===== src/rvc_pkg.sv =====
// Shared types, opcodes and constants of the RV32IM subset core
package rvc_pkg;
  localparam int MemBytes = 4096;
  localparam int MemAw = $clog2(MemBytes);

  localparam logic [6:0] OpReg    = 7'h33;
  localparam logic [6:0] OpImm    = 7'h13;
  localparam logic [6:0] OpLoad   = 7'h03;
  localparam logic [6:0] OpStore  = 7'h23;
  localparam logic [6:0] OpBranch = 7'h63;
  localparam logic [6:0] OpJal    = 7'h6F;
  localparam logic [6:0] OpJalr   = 7'h67;
  localparam logic [6:0] OpLui    = 7'h37;
  localparam logic [6:0] OpAuipc  = 7'h17;
  localparam logic [31:0] UpperMask = 32'hFFFFF000;

  // request payload: one instruction word
  typedef struct packed {
    logic [31:0] instr_word;
  } core_req_t;

  // result payload of one executed instruction
  typedef struct packed {
    logic [31:0]        executed_pc;
    logic [31:0]        next_pc;
    logic               reg_written;
    logic [4:0]         dest_index;
    logic signed [31:0] dest_value;
    logic               unknown_op;
  } core_result_t;

  typedef enum logic [2:0] {
    ST_CLEAR, ST_IDLE, ST_READ, ST_EXEC, ST_DIV, ST_MEM, ST_DONE
  } state_t;

  // commands from controller to datapath
  typedef struct packed {
    logic clear_step;
    logic take_instr;
    logic read_regs;
    logic exec;
    logic div_start;
    logic div_step;
    logic mem_step;
    logic commit;
    logic out_take;
  } ctrl_t;

  // status from datapath to controller
  typedef struct packed {
    logic clear_done;
    logic needs_div;
    logic needs_mem;
    logic div_done;
    logic mem_done;
    logic out_busy;
  } stat_t;
endpackage


===== src/rvc_ctrl.sv =====
// Controller state machine sequencing each instruction
module rvc_ctrl (
  input  logic clk,
  input  logic rst,
  input  logic in_valid,
  output logic in_ready,
  input  logic out_ready,
  input  rvc_pkg::stat_t st,
  output rvc_pkg::ctrl_t cmd
);
  rvc_pkg::state_t state, state_next;

  // hold the state register
  always_ff @(posedge clk) begin
    if (rst) state <= rvc_pkg::ST_CLEAR;
    else state <= state_next;
  end

  // advance the sequence and issue commands
  always_comb begin
    state_next = state;
    cmd = '0;
    in_ready = 1'b0;
    cmd.out_take = out_ready;
    unique case (state)
      rvc_pkg::ST_CLEAR: begin
        cmd.clear_step = 1'b1;
        if (st.clear_done) state_next = rvc_pkg::ST_IDLE;
      end
      rvc_pkg::ST_IDLE: begin
        in_ready = 1'b1;
        if (in_valid) begin
          cmd.take_instr = 1'b1;
          state_next = rvc_pkg::ST_READ;
        end
      end
      rvc_pkg::ST_READ: begin
        cmd.read_regs = 1'b1;
        state_next = rvc_pkg::ST_EXEC;
      end
      rvc_pkg::ST_EXEC: begin
        cmd.exec = 1'b1;
        if (st.needs_div) begin
          cmd.div_start = 1'b1;
          state_next = rvc_pkg::ST_DIV;
        end else if (st.needs_mem) state_next = rvc_pkg::ST_MEM;
        else state_next = rvc_pkg::ST_DONE;
      end
      rvc_pkg::ST_DIV: begin
        cmd.div_step = 1'b1;
        if (st.div_done) state_next = rvc_pkg::ST_DONE;
      end
      rvc_pkg::ST_MEM: begin
        cmd.mem_step = 1'b1;
        if (st.mem_done) state_next = rvc_pkg::ST_DONE;
      end
      rvc_pkg::ST_DONE: begin
        if (!st.out_busy || out_ready) begin
          cmd.commit = 1'b1;
          state_next = rvc_pkg::ST_IDLE;
        end
      end
      default: state_next = rvc_pkg::ST_IDLE;
    endcase
  end
endmodule


===== config.mk =====
export PLATFORM = sky130hd
export DESIGN_NAME = rvc_ctrl
export DESIGN_NICKNAME = d
export VERILOG_FILES = /design/src/rvc_pkg.sv /design/src/rvc_ctrl.sv
export SDC_FILE = /design/constraint.sdc
export NUM_CORES = 1
export LEC_CHECK = 0
export ABC_AREA = 1
export ABC_CLOCK_PERIOD_IN_PS = 2900
export BUFFER_PORTS_ARGS = -buffer_cell sky130_fd_sc_hd__clkbuf_2
export CAP_MARGIN = 15
export CORE_AREA = 2 2 39 41
export CTS_CLUSTER_DIAMETER = 150
export DETAILED_ROUTE_END_ITERATION = 12
export DIE_AREA = 0 0 41 43
export PLACE_DENSITY = 0.52
export SLEW_MARGIN = 20
export SYNTH_ARGS = -nofsm -noshare
export SYNTH_HDL_FRONTEND = slang
export SYNTH_SLANG_ARGS = --single-unit

===== constraint.sdc =====
create_clock -name clk -period 2.9 [get_ports clk]
set_input_delay 0.435 -clock clk [delete_from_list [all_inputs] [get_ports clk]]
set_output_delay 0.435 -clock clk [all_outputs]
set_load 0.02 [all_outputs]

==> metrics.md, run 1 <==
| Metric | Value |
|---|---|
| Max stage delay cell, worst path | `dfxtp_1` |
| Initial antenna violation count | `0` |
| Post-CTS sizing | `0` |
| Clock skew | `0.00469 ns` |
| P&R area growth vs syn | `33.5%` |
| Yosys cell types | `18` |
| Nets | `88` |
| Max reg flops | `3` |
| Initial core utilization | `24.9%` |
| Largest net degree at the start of global routing | `11` |
| Mapped Area | `344 um^2` |
| Int Pwr | `0.210 mW` |
| Sequential area share after synthesis | `17.5%` |
| Clock Power Share | `15.7%` |
| Worst r2r src | `state[0]` |
| Critical Path AT | `1.40 ns` |
| CP endpoint kind | `output pin` |
| Ant diodes | `0` |
| Synth area leaders | `dfxtp_1 17%, inv_1 9.8%, nor2_2 9.1%` |
| Routed WL | `855 um` |
| Pins Over Slew Limit | `0` |
| Port Buffers | `19` |
| Status | `complete, no violations` |
| Core Area | `0.00138 mm^2` |
| Drt via density | `4.39` |
| CP peak stage delay | `0.54 ns` |
| Die Ht | `43 um` |
| Syn Area/Cell | `6.04 um^2` |
| Die width | `41 um` |
| Cell area after layout | `459 um^2` |
| Max transition margin | `75.0%` |
| Setup CP Type | `flop to output pin` |
| RSZ-0062 raised after global routing | `false` |
| Final Hold Viols | `0` |
| #FFs+latches synth | `3` |
| Fmax | `0.544 GHz` |
| First-pass GRT wire length | `1240 um` |
| Setup Viol. Count Final | `0` |
| Gpl congestion | `0.708` |
| Drt wl/cell | `9.19 um` |
| Largest registers | `state x3` |
| Post-CTS Hold Buffers | `0` |
| Cell row count | `14` |
| Static Leak | `0.261 nW` |
| Flop pwr share | `22.0%` |
| Switch share | `54.9%` |
| Sw Pwr | `0.256 mW` |
| Maximum root-to-sink buffer count | `2` |
| Die footprint | `0.00176 mm^2` |
| DRT Pass-1 Iters | `4` |
| Overall routing resource usage | `10.5%` |
| Ys flop type | `dfxtp_1` |
| Via count | `408` |
| VDD IR max | `386 uV` |
| Commonest cells post-synth | `9 x inv_1, 8 x nor2_1, 6 x nand2_1, 5 x nor2_2` |
| Setup_tns | `0 ns` |
| Minimum clock period | `1.84 ns` |
| Max FO, Critical Path | `10` |
| Final ANT Viol Nets | `0` |
| Worst-path clk slew | `0.04 ns` |
| Crit-path cells | `nand2_2 -> nor2_2 -> inv_2 -> nor2_1 -> clkbuf_2` |
| Largest reg by FF count | `state` |
| CP Launch Type | `flop` |
| Post-synth EDFFs | `0` |
| Dpl hpwl | `687 um` |
| Placed instance area | `433 um^2` |
| Vias in the first global route | `324` |
| CTS sink count | `3` |
| Crit path launch | `state[0]` |
| Worst-margin pin slew | `0.374 ns` |
| Post-synthesis net count | `67` |
| Top Ports | `20` |
| Grt ovf | `0` |
| Initial DRC Count | `2` |
| Mapped Cells | `57` |
| Max cap viols | `0` |
| Num CTS Buffers | `3` |
| Logic pwr share | `62.3%` |
| CTS root buf | `clkbuf_4` |
| Power per cell area | `1020 mW/mm^2` |
| DRC | `0` |
| Layout cells sized above 1 | `48.1%` |
| Setup repair bufs after CTS | `0` |
| Worst path required time | `2.47 ns` |
| Synth Warn # | `0` |
| Worst Hold Launch | `rst` |
| Top cell type's share of synthesized area | `17.5%` |
| Insertion delay to the later sink of the worst-skew pair | `0.23 ns` |
| Count leader, synth | `inv_1` |
| Period utilization | `63.4%` |
| Synth area leader | `dfxtp_1` |
| Ys async rst share | `0%` |
| H-tree Lvls | `1` |
| TritonCTS clock tree | `built` |
| Hold Crit Class | `input pin to flop` |
[worst max-delay path: cells and delay by family, from the launching register on]
family                 cells  cell delay (ns)
buffers and inverters      2             0.23
DFF                        1             0.54
and+or+nand+nor            3             0.41
[path summary, 6_finish.rpt]
| kind | end | slack (ns) | cells past startpoint |
|---|---|---|---|
| worst max-delay path | cmd[4] | 1.06 | 5 |
| worst min-delay path | state[1] | 0.47 | 4 |
| worst max register to register | state[2] | 1.59 | 7 |
| worst min register to register | state[1] | 0.59 | 2 |
[area by class of cell]
class,count,area [um^2]
flip-flops and latches,3,60.1
multi-input cells,39,213
clock buffers,4,26.3
well taps,16,20.0
repair buffers,19,95.1
fillers,161,925
inverters,12,45.0
[kinds of logic (layout without fill, tap and decap cells)]
group | Yosys count | count (layout) | synth area share [%]
simple gates | 34 | 34 | 53.5
flops | 3 | 3 | 17.5
buf+inv | 15 | 35 | 20.7
compound gates | 5 | 5 | 8.36
[power by group through the flow]
stage	clock network (mW)	logic, mW	registers (mW)
global placement	0	0.293	0.102
CTS	0.0767	0.293	0.102
global route	0.0804	0.320	0.104
detailed placement	0	0.292	0.102
finish	0.0730	0.291	0.103
floorplan	0	0.266	0.0705
[metal layers]
metal	GRT usage, %	vias up	part of all wire, %
met5	0	-	0
met4	8.00	0	0
met3	3.14	0	6.7
met2	14.4	14	48
met1	13.1	177	45
li1	-	217	-
[placed cells by master, fill, tap and decap left out, drive strengths merged, types with 3 or more instances in the layout]
cell / synthesis / routed
a21oi: 4 / 4
clkbuf: 0 / 23
dfxtp: 3 / 3
inv: 12 / 12
nand2: 9 / 9
nand3: 4 / 4
nand4: 3 / 3
nor2: 14 / 14
nor3: 3 / 3
[stage by stage]
stage	util (%)	std cells	worst slack, ns	total power [mW]	hold slack (ns)
after floorplan	-	57	1.25	0.336	0.531
final	33.2	93	1.06	0.466	0.472
after global routing	33.2	93	0.949	0.504	0.493
after global placement	31.3	89	1.31	0.395	0.581
after CTS	33.2	93	1.05	0.472	0.468
after detailed placement	31.3	89	1.32	0.394	0.585
Power figures use the tool's default switching activity.
==> inputs of run 2 (changes only) <==
--- a/config.mk
+++ b/config.mk
@@ -5,15 +5,15 @@
 export SDC_FILE = /design/constraint.sdc
 export NUM_CORES = 1
 export LEC_CHECK = 0
-export ABC_AREA = 1
-export ABC_CLOCK_PERIOD_IN_PS = 2900
+export ABC_AREA = 0
+export ABC_CLOCK_PERIOD_IN_PS = 1800
 export BUFFER_PORTS_ARGS = -buffer_cell sky130_fd_sc_hd__clkbuf_2
 export CAP_MARGIN = 15
 export CORE_AREA = 2 2 39 41
 export CTS_CLUSTER_DIAMETER = 150
 export DETAILED_ROUTE_END_ITERATION = 12
 export DIE_AREA = 0 0 41 43
-export PLACE_DENSITY = 0.52
+export PLACE_DENSITY = 0.48
 export SLEW_MARGIN = 20
 export SYNTH_ARGS = -nofsm -noshare
 export SYNTH_HDL_FRONTEND = slang
==> constraint.sdc (replaced) <==
create_clock -name clk -period 1.8 [get_ports clk]
set_input_delay 0.27 -clock clk [delete_from_list [all_inputs] [get_ports clk]]
set_output_delay 0.27 -clock clk [all_outputs]
set_load 0.02 [all_outputs]
==> metrics.md, run 2 <==
| Metric | Value |
|---|---|
| Pins Over Slew Limit | `0 (unchanged)` |
| VDD IR max | `274 uV (-29%)` |
| Max stage delay cell, worst path | `dfxtp_1` |
| Syn Area/Cell | `8.01 um^2 (+33%)` |
| Ys async rst share | `0% (unchanged)` |
| Final Hold Viols | `0 (unchanged)` |
| Port Buffers | `19 (unchanged)` |
| CTS root buf | `clkbuf_4` |
| Core Area | `0.00138 mm^2 (unchanged)` |
| Nets | `67 (-24%)` |
| Initial DRC Count | `6 (+4)` |
| Die Ht | `43 um (unchanged)` |
| DRC | `0 (unchanged)` |
| Setup Viol. Count Final | `0 (unchanged)` |
| Pre-CTS setup slack | `0.345 ns (-0.975 ns)` |
| Worst-path clk slew | `0.04 ns (about the same)` |
| Synth area leader | `dfxtp_1` |
| Worst path required time | `1.53 ns (-0.94 ns)` |
| Gpl congestion | `0.727 (+2.6%)` |
| CTS sink count | `3 (unchanged)` |
| Top cell type's share of synthesized area | `20.3% (+2.8 points)` |
| Power per cell area | `885 mW/mm^2 (-13%)` |
| Routed WL | `685 um (-20%)` |
| #FFs+latches synth | `3 (unchanged)` |
| Mapped Cells | `37 (-35%)` |
| Cells after DPL | `68 (-24%)` |
| Crit-path cells | `and3_4 -> and2_1 -> clkbuf_2` |
| Hold Crit Class | `input pin to flop` |
| Status | `complete, no violations` |
| Synth Warn # | `0 (unchanged)` |
| Mapped Area | `297 um^2 (-14%)` |
| Die width | `41 um (unchanged)` |
| Core Util, Final | `29.5% (-3.7 points)` |
| Ant diodes | `0 (unchanged)` |
| Max cap viols | `0 (unchanged)` |
| Setup_tns | `0 ns (unchanged)` |
| RSZ-0062 raised after global routing | `false` |
| Fmax | `0.622 GHz` |
| Largest registers | `state x3` |
| Cell row count | `14 (unchanged)` |
| Max transition margin | `73.0% (-2.0 points)` |
| Commonest cells post-synth | `3 x a21oi_1, 3 x dfxtp_1, 3 x nor2_1, 3 x o21ai_0` |
| Post-synth EDFFs | `0 (unchanged)` |
| Maximum root-to-sink buffer count | `2 (unchanged)` |
| Insertion delay to the later sink of the worst-skew pair | `0.23 ns (about the same)` |
| Synth area leaders | `dfxtp_1 20%, a21oi_1 5.1%, o21ai_0 5.1%` |
| Max reg flops | `3 (unchanged)` |
| CP peak stage delay | `0.56 ns (+0.02 ns)` |
| Post-route setup slack | `0.193 ns (-0.870 ns)` |
| Most common cell after layout, fill and taps aside | `clkbuf_2` |
| TritonCTS clock tree | `built` |
| Post-synthesis net count | `47 (-30%)` |
| Finished Layout Cells | `72 (-23%)` |
| Period utilization | `89.3%` |
| Initial antenna violation count | `0 (unchanged)` |
| Layout cells sized above 1 | `48.2% (+0.16 points)` |
| Vias in the first global route | `263 (-19%)` |
| Commonest cells after routing, fill and taps aside | `19 x clkbuf_2, 3 x o21ai_0, 3 x a21oi_1, 3 x nor2_1, 3 x clkbuf_4` |
| CP Launch Type | `flop` |
| Drt via density | `4.43 (+0.99%)` |
| Post-CTS Hold Buffers | `0 (unchanged)` |
| Minimum clock period | `1.61 ns` |
| Grt ovf | `0 (unchanged)` |
| Setup CP Type | `flop to output pin` |
| CP endpoint kind | `output pin` |
| Largest net degree at the start of global routing | `15 (+4)` |
| Max FO, Critical Path | `14 (+4)` |
| Top Ports | `20 (unchanged)` |
| Static Leak | `0.184 nW (-30%)` |
| Setup repair bufs after CTS | `0 (unchanged)` |
| Final ANT Viol Nets | `0 (unchanged)` |
| Drt wl/cell | `9.51 um (+3.5%)` |
| P&R area growth vs syn | `37.6%` |
| Worst-margin pin slew | `0.404 ns (+0.0298 ns)` |
| Clock skew | `0.00310 ns (-0.00160 ns)` |
| Ys flop type | `dfxtp_1` |
| Overall routing resource usage | `8.82% (-1.7 points)` |
| Num CTS Buffers | `3 (unchanged)` |
| Yosys cell types | `25 (+7)` |
| First-pass GRT wire length | `1060 um (-15%)` |
| DRT Pass-1 Iters | `3 (-1)` |
| Critical Path AT | `1.34 ns (-0.06 ns)` |
| Largest reg by FF count | `state` |
| H-tree Lvls | `1 (unchanged)` |
| Sequential area share after synthesis | `20.3% (+2.8 points)` |
| Initial core utilization | `21.4% (-3.4 points)` |
| Via count | `319 (-22%)` |
| Pwr Total | `0.361 mW (-23%)` |
| Die footprint | `0.00176 mm^2 (unchanged)` |
[run 2: changes by cell type after synthesis, moves of 3 or more]
cell     before  now
nor2_1        8    3
inv_1         9    0
nand4_1       3    0
nor2_2        5    0
nand2_1       6    1
nand2_2       3    0
[run 2: critical path: cells and delay by family, from the launching register on]
family,cells,cell delay [ns]
flip-flops,1,0.56
AND/OR/NAND/NOR,2,0.39
buffers and inverters,1,0.16
[run 2: cells by family after synthesis]
kind of cell           share of synthesized area (%)
AND/OR/NAND/NOR                                 39.2
AO/OA/AOI/OAI                                   25.3
buffers and inverters                           11.8
flip-flops                                      20.3
multiplexers                                    3.38
[run 2: power breakdown]
part           internal, mW  leakage [nW]  total [mW]  switching, mW
registers            0.0776        0.0252       0.111         0.0336
logic                0.0644         0.144       0.135         0.0708
clock network        0.0829        0.0150       0.115         0.0318
[run 2: worst paths after layout]
path | to | cells past startpoint | slack (ns) | startpoint
max | cmd[4] | 3 | 0.19 | state[0]
min reg2reg | state[2] | 2 | 0.62 | state[2]
max reg2reg | state[1] | 4 | 0.53 | state[0]
min | state[2] | 2 | 0.24 | rst
[run 2: final cells by class]
class	count	area (um^2)
Clock buffer	4	26.3
Sequential cell	3	61.3
Inverter	1	3.75
Multi-Input combinational cell	29	201
Timing Repair Buffer	19	95.1
Fill cell	158	976
Tap cell	16	20.0
[run 2: stage by stage]
stage	hold slack, ns	cell area [um^2]
4_1_cts	0.240	407
2_1_floorplan	0.341	297
3_3_place_gp	0.482	380
3_5_place_dp	0.484	380
5_1_grt	0.239	408
6_report	0.237	408
[run 2: timing repair]
item	in CTS	in global routing
endpoints found under the hold margin	0	0
endpoints found under the setup margin	0	1
resized for setup	0	1
[run 2: per-layer routing]
metal  global-route usage [%]  vias up  part of all wire [%]
li1                         -      174                     -
met1                     12.5      129                    47
met2                     11.6       16                    42
met3                     1.57        0                    11
met4                     6.00        0                     0
met5                        0        -                     0
